## config.mk

```make
export PLATFORM = sky130hd
export DESIGN_NAME = sorted_min_priority_queue_core
export DESIGN_NICKNAME = d
export VERILOG_FILES = /design/src/sv/smpq_pkg.sv /design/src/sv/smpq_ram.sv /design/src/sv/sorted_min_priority_queue_core.sv
export SDC_FILE = /design/constraint.sdc
export NUM_CORES = 1
export LEC_CHECK = 0
export BUFFER_PORTS_ARGS = -buffer_cell sky130_fd_sc_hd__buf_2
export CORE_MARGIN = 10
export CORE_UTILIZATION = 58
export CTS_BUF_LIST = sky130_fd_sc_hd__clkbuf_8
export DETAILED_ROUTE_END_ITERATION = 8
export PLACE_DENSITY = 0.87
export SLEW_MARGIN = 20
export SYNTH_ARGS = -nofsm -noshare
export SYNTH_HDL_FRONTEND = slang
export SYNTH_SLANG_ARGS = --single-unit
```

## constraint.sdc

```tcl
create_clock -name clk -period 5.1 [get_ports clk]
set_input_delay 0.51 -clock clk [delete_from_list [all_inputs] [get_ports clk]]
set_output_delay 0.51 -clock clk [all_outputs]
set_load 0.05 [all_outputs]
```

## src/sv/smpq_pkg.sv

```systemverilog
`default_nettype none
// ----------------------------------------------------------------------------
// smpq_pkg
// Shared types and codes for the sorted min-first priority queue.
// ----------------------------------------------------------------------------
package smpq_pkg;

	// operation codes carried on s_tuser
	localparam logic [1:0] CMD_INSERT = 2'd0;
	localparam logic [1:0] CMD_REMOVE = 2'd1;
	localparam logic [1:0] CMD_STATUS = 2'd2;

	localparam int VALUE_W = 32;
	localparam int OCC_W   = 5;
	localparam int M_DATA_W = 72;

	typedef enum logic [1:0] {
		ST_IDLE,
		ST_SCAN,
		ST_POP_RD,
		ST_RESP
	} smpq_state_t;

endpackage
`default_nettype wire

```

## src/sv/smpq_ram.sv

```systemverilog
`default_nettype none
// ----------------------------------------------------------------------------
// smpq_ram
// Generic single-write, single-read RAM with a registered read port.
// ----------------------------------------------------------------------------
module smpq_ram #(
	parameter int WIDTH = 32,
	parameter int DEPTH = 16
) (
	input  wire logic                     clk,
	input  wire logic                     we,
	input  wire logic [$clog2(DEPTH)-1:0] waddr,
	input  wire logic [WIDTH-1:0]         wdata,
	input  wire logic [$clog2(DEPTH)-1:0] raddr,
	output logic      [WIDTH-1:0]         rdata
);

	logic [WIDTH-1:0] mem [DEPTH];

	always_ff @(posedge clk) begin
		if (we) begin
			mem[waddr] <= wdata;
		end
		rdata <= mem[raddr];
	end

endmodule
`default_nettype wire

```

## src/sv/sorted_min_priority_queue_core.sv

```systemverilog
`default_nettype none
// ----------------------------------------------------------------------------
// sorted_min_priority_queue_core
// Bounded min-first priority queue kept in ascending order in one RAM.
// ----------------------------------------------------------------------------
// Usage:
//   Slave channel: s_tuser carries the command (insert, remove smallest,
//   status), s_tdata the value to insert. Each accepted item yields exactly
//   one result item on the master channel: smallest, largest, occupancy,
//   empty flag, overflow and underflow flags, all after the operation.
//   The values sit in a circular RAM window starting at a head pointer;
//   smallest and largest are also held in registers.
//   Status, remove on an empty queue, remove of the last value, and insert
//   to an empty/full queue or at either end go from accept straight to the
//   result state. Other removes first pass a RAM read state that fetches
//   the new smallest value. An insert in the middle first passes a scan
//   state that moves each stored value larger than it up by one and then
//   writes it, one RAM entry per cycle through the single write port.
//   One item is worked on at a time; a new item is taken while the last
//   result still waits in the output register. If the receiver stalls, the
//   block holds the finished result and waits before presenting the next.
//   Reset empties the queue at once; RAM contents need no clearing.
// ----------------------------------------------------------------------------
module sorted_min_priority_queue_core
	import smpq_pkg::*;
#(
	parameter int DEPTH = 16
) (
	input  wire logic         clk,
	input  wire logic         arst_n,
	input  wire logic         s_tvalid,
	output logic              s_tready,
	input  wire logic [31:0]  s_tdata,   // [31:0] value
	input  wire logic [1:0]   s_tuser,   // [1:0] cmd
	output logic              m_tvalid,
	input  wire logic         m_tready,
	// [31:0] smallest, [63:32] largest, [68:64] occupancy, [69] is_empty,
	// [70] overflow_flag, [71] underflow_flag
	output logic [M_DATA_W-1:0] m_tdata
);

	localparam int AW = $clog2(DEPTH);
	localparam int CW = $clog2(DEPTH + 1);
	localparam logic [AW:0]   DEPTH_W  = (AW + 1)'(DEPTH);
	localparam logic [AW-1:0] LAST_IDX = AW'(DEPTH - 1);
	localparam logic [CW-1:0] CNT_FULL = CW'(DEPTH);

	// physical RAM address of logical position k counted from the head
	function automatic logic [AW-1:0] phys(input logic [AW-1:0] base,
		input logic [AW-1:0] k);
		logic [AW:0] s;
		s = {1'b0, base} + {1'b0, k};
		if (s >= DEPTH_W) begin
			s = s - DEPTH_W;
		end
		return s[AW-1:0];
	endfunction

	smpq_state_t state_q, state_d;
	logic [AW-1:0] head_q, head_d;
	logic [CW-1:0] cnt_q, cnt_d;
	logic [AW-1:0] idx_q, idx_d;
	logic signed [VALUE_W-1:0] min_q, min_d, max_q, max_d, val_q, val_d;
	logic ovf_q, ovf_d, unf_q, unf_d;
	logic m_tvalid_q, m_tvalid_d;
	logic [M_DATA_W-1:0] m_tdata_q, m_tdata_d;

	logic                ram_we;
	logic [AW-1:0]       ram_waddr, ram_raddr;
	logic [VALUE_W-1:0]  ram_wdata, ram_rdata;

	logic signed [VALUE_W-1:0] in_val, rd_val;
	logic [AW-1:0] cnt_idx, head_m1;
	logic [CW+4:0] occ_ext;
	logic          empty;

	smpq_ram #(
		.WIDTH(VALUE_W),
		.DEPTH(DEPTH)
	) u_ram (
		.clk  (clk),
		.we   (ram_we),
		.waddr(ram_waddr),
		.wdata(ram_wdata),
		.raddr(ram_raddr),
		.rdata(ram_rdata)
	);

	assign in_val  = $signed(s_tdata);
	assign rd_val  = $signed(ram_rdata);
	assign cnt_idx = cnt_q[AW-1:0];
	assign head_m1 = (head_q == '0) ? LAST_IDX : head_q - AW'(1);
	assign empty   = (cnt_q == '0);
	assign occ_ext = {5'b0, cnt_q};

	always_comb begin
		state_d    = state_q;
		head_d     = head_q;
		cnt_d      = cnt_q;
		idx_d      = idx_q;
		min_d      = min_q;
		max_d      = max_q;
		val_d      = val_q;
		ovf_d      = ovf_q;
		unf_d      = unf_q;
		m_tdata_d  = m_tdata_q;
		m_tvalid_d = m_tvalid_q;
		s_tready   = 1'b0;
		ram_we     = 1'b0;
		ram_waddr  = head_q;
		ram_wdata  = s_tdata;
		ram_raddr  = head_q;

		if (m_tvalid_q && m_tready) begin
			m_tvalid_d = 1'b0;
		end

		unique case (state_q)
			ST_IDLE: begin
				s_tready = 1'b1;
				if (s_tvalid) begin
					ovf_d   = 1'b0;
					unf_d   = 1'b0;
					val_d   = in_val;
					state_d = ST_RESP;
					case (s_tuser)
						CMD_INSERT: begin
							if (cnt_q == CNT_FULL) begin
								ovf_d = 1'b1;
							end else if (empty) begin
								ram_we    = 1'b1;
								ram_waddr = head_q;
								min_d     = in_val;
								max_d     = in_val;
								cnt_d     = cnt_q + CW'(1);
							end else if (in_val >= max_q) begin
								// equal values go behind, so this lands at the tail
								ram_we    = 1'b1;
								ram_waddr = phys(head_q, cnt_idx);
								max_d     = in_val;
								cnt_d     = cnt_q + CW'(1);
							end else if (in_val < min_q) begin
								ram_we    = 1'b1;
								ram_waddr = head_m1;
								head_d    = head_m1;
								min_d     = in_val;
								cnt_d     = cnt_q + CW'(1);
							end else begin
								// shift larger entries up from the tail
								ram_raddr = phys(head_q, cnt_idx - AW'(1));
								idx_d     = cnt_idx - AW'(1);
								state_d   = ST_SCAN;
							end
						end
						CMD_REMOVE: begin
							if (empty) begin
								unf_d = 1'b1;
							end else begin
								head_d    = phys(head_q, AW'(1));
								cnt_d     = cnt_q - CW'(1);
								ram_raddr = phys(head_q, AW'(1));
								if (cnt_q != CW'(1)) begin
									state_d = ST_POP_RD;
								end
							end
						end
						default: begin
						end
					endcase
				end
			end
			ST_SCAN: begin
				// entry 0 is the minimum, not above val, so the scan ends by then
				ram_we    = 1'b1;
				ram_waddr = phys(head_q, idx_q + AW'(1));
				if (rd_val > val_q) begin
					ram_wdata = ram_rdata;
					idx_d     = idx_q - AW'(1);
					ram_raddr = phys(head_q, idx_q - AW'(1));
				end else begin
					ram_wdata = val_q;
					cnt_d     = cnt_q + CW'(1);
					state_d   = ST_RESP;
				end
			end
			ST_POP_RD: begin
				min_d   = rd_val;
				state_d = ST_RESP;
			end
			ST_RESP: begin
				if (!m_tvalid_q || m_tready) begin
					m_tvalid_d = 1'b1;
					m_tdata_d  = {unf_q, ovf_q, empty, occ_ext[OCC_W-1:0],
						empty ? '0 : max_q, empty ? '0 : min_q};
					state_d    = ST_IDLE;
				end
			end
			default: begin
				state_d = ST_IDLE;
			end
		endcase
	end

	always_ff @(posedge clk or negedge arst_n) begin
		if (!arst_n) begin
			state_q    <= ST_IDLE;
			head_q     <= '0;
			cnt_q      <= '0;
			m_tvalid_q <= 1'b0;
		end else begin
			state_q    <= state_d;
			head_q     <= head_d;
			cnt_q      <= cnt_d;
			m_tvalid_q <= m_tvalid_d;
		end
	end

	always_ff @(posedge clk) begin
		idx_q     <= idx_d;
		min_q     <= min_d;
		max_q     <= max_d;
		val_q     <= val_d;
		ovf_q     <= ovf_d;
		unf_q     <= unf_d;
		m_tdata_q <= m_tdata_d;
	end

	assign m_tvalid = m_tvalid_q;
	assign m_tdata  = m_tdata_q;

endmodule
`default_nettype wire
```

Word level (Yosys, flattened, before mapping)
Memories as Yosys holds them, arrays and structs flattened. A register that Yosys moved wholly into a read port is not among the register bits.
Cells that the tools add are included.
- register bits: 186
- memory bits (writable): 512
- bits of input ports: 38
- output and inout port bits: 74
- word-level logic and storage cells: 161
- memories: 1
- memory list (name ; words ; bits a word ; read ports ; clocked after memory_dff ; write ports ; line ; text):
    u_ram.mem ; 16 ; 32 ; 1 ; 1 ; 1 ; smpq_ram.sv:18 ; logic [WIDTH-1:0] mem [DEPTH];
- add/sub/neg operators: 16
- order comparisons: 8
- equal/unequal tests: 24
- mux-type cells: 80
- bitwise operators: 1
- reductions and logical operators: 19
- operators with widths (cell ; number):
    $mux 32 ; 10
    $mux 4 ; 29
    $pmux 32 s2 ; 1
    $pmux 4 s2 ; 5
    $mux 5 ; 7
    $ge 32x32->1 ; 1
    $gt 32x32->1 ; 1
    $lt 32x32->1 ; 1
    $sub 4x1->4 const B ; 8
    $ge 5x5->1 const B ; 5
    $ne 2x2->1 const B ; 11
    $add 4x4->5 ; 4
    $pmux 5 s2 ; 2
    $mux 1 ; 16
    $mux 2 ; 7
    $ne 3x3->1 const B ; 4
    $reduce_and 6->1 ; 2
    $pmux 2 s4 ; 1
    $reduce_and 8->1 ; 1
    $reduce_bool 2->1 ; 4
    $reduce_and 7->1 ; 1
    $add 4x1->5 const B ; 1
    $add 5x1->5 const B ; 1
    $eq 5x5->1 const B ; 1
    other kinds (20) ; 24

Logic depth before layout (Yosys ltp)
- word-level depth: 11
- gate-level depth with buffers: 16

By module
From an unflattened synthesis, not the netlist that was laid out.
- cells, all modules: 1845
- area, all modules: 30943.4 µm²
- modules (own cells, without submodules) (module ; times used ; cells an instance ; area each (µm²) ; sequential area each (µm²)):
    smpq_ram ; 1 ; 838 ; 19835.3 ; 16015.4
    sorted_min_priority_queue_core ; 1 ; 1007 ; 11108.2 ; 5525.3

Least setup slack after synthesis
No wires, ideal clock.
- path type: in2reg
- from: input port s_tdata[5]
- to: memory u_ram.mem[12][0] (enable)
- library setup time: 0.461 ns
- arrival time: 5.396 ns
- data required time: 4.639 ns
- setup slack: -0.757 ns
- stages: 12
- cell sequence: ha_1 > a21oi_1 > o21ai_0 > a221oi_1 > a31oi_2 > o21a_1 > clkbuf_1 > nor4_2 > o21ai_0 > a31o_2 > or3_1 > nor3_1
- word-level cells in the longest chain between the ends: 10
- RTL lines (what ; line ; text):
    start: declaration ; sorted_min_priority_queue_core.sv:33 ; input wire logic [31:0] s_tdata,
    $lt 32x32->1 ; sorted_min_priority_queue_core.sv:142 ; end else if (in_val < min_q) begin
    $mux 1 ; sorted_min_priority_queue_core.sv:142 ;
    $mux 1 ; sorted_min_priority_queue_core.sv:136 ; end else if (in_val >= max_q) begin
    $mux 1 ; sorted_min_priority_queue_core.sv:130 ; end else if (empty) begin
    $mux 1 ; sorted_min_priority_queue_core.sv:128 ; if (cnt_q == CNT_FULL) begin
    $mux 1 ; sorted_min_priority_queue_core.sv:126 ; case (s_tuser)
    $mux 1 ; sorted_min_priority_queue_core.sv:121 ; if (s_tvalid) begin
    $pmux 1 s2 ; sorted_min_priority_queue_core.sv:118 ; unique case (state_q)
    $mux 1 ; smpq_ram.sv:21 ; if (we) begin
    $mux 1 (implied by the code) ; smpq_ram.sv:22 ; mem[waddr] <= wdata;
    end: declaration ; smpq_ram.sv:18 ;
Several ways; a longest one is shown, not always the timed one.

Final worst setup path
- from: register max_q[14]
- to: register u_ram.rdata[12], read port of u_ram.mem
- word-level cells in the longest chain between the ends: 7
- RTL lines (what ; line ; text):
    start: declaration ; sorted_min_priority_queue_core.sv:63 ; logic signed [VALUE_W-1:0] min_q, min_d, max_q, max_d, val_q, val_d;
    start signal: assignment ; sorted_min_priority_queue_core.sv:221 ; max_q <= max_d;
    $ge 32x32->1 ; sorted_min_priority_queue_core.sv:136 ;
    $mux 4 ; sorted_min_priority_queue_core.sv:136 ;
    $mux 4 ; sorted_min_priority_queue_core.sv:130 ;
    $mux 4 ; sorted_min_priority_queue_core.sv:128 ;
    $pmux 4 s2 ; sorted_min_priority_queue_core.sv:126 ;
    $mux 4 ; sorted_min_priority_queue_core.sv:121 ;
    $pmux 4 s2 ; sorted_min_priority_queue_core.sv:118 ;
    end: declaration ; smpq_ram.sv:15 ; output logic [WIDTH-1:0] rdata
No other way between the ends.
A chain may end at the register's enable or synchronous reset.

==> out/results.tsv <==
stage	metric	value	unit
finish	drive_above_1_share	0.1701	
placement	port_buffers	111	
synth	yosysUniqueCellTypes	79	
synth	ys_seq_area_frac	0.6783	
routing	antenna_left	0	
critical_path	cp.arrival	5.35	ns
global_route	overflow	0	
routing	drt_wl_total	79050	um
clocking	insertion_delay	0.72	ns
synth	synth_warnings	0	
die	ios	112	
global_route	antenna_found_initial	3	
placement	dp_hpwl	47110	um
clocking	cts_buffers	102	
clocking	cts_root_buf	clkbuf_8	
worst_hold_path	hold_class	primary input to register	
synth	synth.net_count	2284	
critical_path	timing.rr.end	u_ram.rdata[12]	
global_route	grt_pass1_vias	20060	
die	core_area	54030	sq um
worst_hold_path	min_path_cells	1	
timing	setup_viol	0	
clocking	cts_max_level	3	
finish	mostFrequentLayoutCells	edfxtp_1, mux2i_1, inv_1	
global_route	grt_pass1_wl	119100	um
routing	dr.first_iter.drc_count	2327	
pwr	ir_drop	0.7661	mV
critical_path	crit_fanout	58	
synth	avgSynthCellArea	14.95	sq um
synth	synth_area	31760	sq um
synth	synthCells	2124	
timing	hold_viol_final	0	
clocking	clockBufferDepth	3	
critical_path	crit_type	register to register	
synth	ys_ff_latch	730	
job	drv_cap	0	
placement	gp_congestion	0.9323	
die	dieHeight	254.0	um
timing	min_period	4.765	ns
timing	max_freq	0.2099	GHz
die	start_util	0.5878	
synth	synth_area_leaders	edfxtp_1, mux2i_1, ha_1, dfxtp_1, o22ai_1	
finish	final_core_util	0.6629	
placement	dp_slack	0.004453	ns
clocking	cts_tree	done	
timing	slew_headroom	0.2177	
routing	drc	0	
clocking	cts_setup_buffers	0	
synth	synth_edf_count	686	
routing	via_per_inst	6.426	
status	run_status	finished, final reports clean	
finish	fin_area	35820	sq um
synth	synth_ff_type	edfxtp_1	
routing	wl_per_cell	25.52	um
synth	yosys.area.top_type_share	0.6487	
finish	final_common_cell	edfxtp_1	
critical_path	cp-end-kind	register	
critical_path	regToRegStartpoint	max_q[14]	
clocking	numClockSinks	730	
timing	fin_crit_sh	0.9343	
global_route	track_usage	0.2425	
pwr	finalPower	0.02481	W
die	rows	85	
pwr	power_density	692.7	nW/um^2
finish	nNetsFinal	2476	
routing	firstDrtPassIters	5	
synth	synth.largest_area_cell	edfxtp_1	
pwr	power.leakage	13.56	nW
critical_path	cp.required	5.68	ns
die	die-area	64510	sq um
synth	async_flop_share	0.01644	
timing	slew_viol_final	0	
clocking	cts.clk_slew.worst_paths	0.07	ns
finish	synthToLayoutAreaGrowth	12.79	%
critical_path	critPathLaunchType	register	
worst_hold_path	holdCritStartpoint	s_tdata[5]	
timing	max_slew.worst_pin.slew	1.173	ns
timing	finalWorstSetupSlack	0.3350	ns
die	die_w	254.0	um
timing	hold_slack	0.08086	ns
placement	placed_area	33830	sq um
timing	fin_skew	0.04915	ns
timing	rsz0062_at_grt	false	
critical_path	regToRegSetupSlack	0.33	ns
critical_path	r2r.worst_path.cells	15	
global_route	grt_max_degree	69	
routing	vias	19900	
worst_hold_path	holdPathEnd	val_q[5]	
## what timing repair did
item,in CTS,in global routing
hold buffers,1,0
resized for setup,0,1
setup endpoints to repair,0,153
hold endpoints to repair,12,0
## registers in the layout, summed over array words and instances (netlist names), 2 cells and up
name,cells
max_q,32
u_ram.mem,512
min_q,32
head_q,4
m_tdata,72
state_q,2
cnt_q,5
val_q,32
u_ram.rdata,32
idx_q,4
## worst max-delay path, stage by stage (launching register included)
cell	delay, ns
edfxtp_1	0.32
inv_1	0.07
ha_1	0.32
nand4_2	0.15
nor4_2	0.66
o21ai_1	0.27
a31oi_2	0.26
nor3_1	0.08
buf_4	0.20
or4_1	0.59
a31oi_4	0.18
buf_12	0.21
buf_12	0.34
mux2i_1	0.29
o22ai_1	0.14
or4_1	0.52
## report_power, final
group	internal [W]	switching, W
clock	0.00220	0.00216
sequential	0.00862	0.000584
combinational	0.00407	0.00717
## through the flow
stage | cells | setup TNS [ns]
final | 3097 | 0
after detailed placement | 2907 | 0
after CTS | 3094 | 0
after global placement | 2907 | 0
after floorplan | 2124 | -48.45
after global routing | 3097 | 0
## cell usage after synthesis, types with 7 or more instances
cell	instances
a211oi_1	8
a21o_1	13
a21oi_1	82
a221oi_1	37
a2bb2oi_1	33
buf_2	29
buf_4	11
buf_6	13
clkbuf_1	46
dfrtp_1	12
dfxtp_1	32
edfxtp_1	686
ha_1	118
inv_1	117
mux2_2	31
mux2i_1	260
nand2_1	43
nand2b_1	40
nand3_1	20
nand4_1	22
nor2_1	136
nor3_1	26
o21a_1	10
o21ai_0	19
o22ai_1	98
o31ai_1	7
or4_1	38
xnor2_1	12
xor2_1	10
## layout make-up
cell class,instances,area (sq um)
clock inverters,76,447.9
flip-flops and latches,730,21540
clock buffers,110,1514
well taps,696,870.8
diodes,3,7.507
multi-input cells,1171,9419
inverters,118,442.9
repair buffers,193,1574
fillers,3418,18210
## metal layers
layer / GRT usage / part of all wire
met1: 0.3100 / 0.37
met2: 0.4026 / 0.49
met3: 0.04270 / 0.10
met4: 0.1047 / 0.033
met5: 0 / 0
## worst max-delay path by stage
stage | start | endpoint | slack (ns) | depth (start not counted)
finish | max_q[14] | u_ram.rdata[12] | 0.33 | 15
global route | max_q[14] | u_ram.mem[13][28] | 0.10 | 13
CTS | max_q[14] | u_ram.mem[13][28] | 0.27 | 13
detailed placement | s_tdata[13] | u_ram.mem[13][25] | 0.004 | 13
global placement | s_tdata[14] | u_ram.mem[13][25] | 0.14 | 13
floorplan | s_tdata[5] | u_ram.mem[12][0] | -0.76 | 12
## kinds of logic (layout without fill, tap and decap cells)
family	Yosys count	in the layout	share of synthesized area
simple gates	366	366	0.05997
fa+ha+maj	122	122	0.04901
other cells	0	3	0
flops	730	730	0.6783
compound gates	370	370	0.08183
mux	291	291	0.09294
buf+inv	223	497	0.03187
xor+xnor	22	22	0.006067
Power figures use the tool's default switching activity.
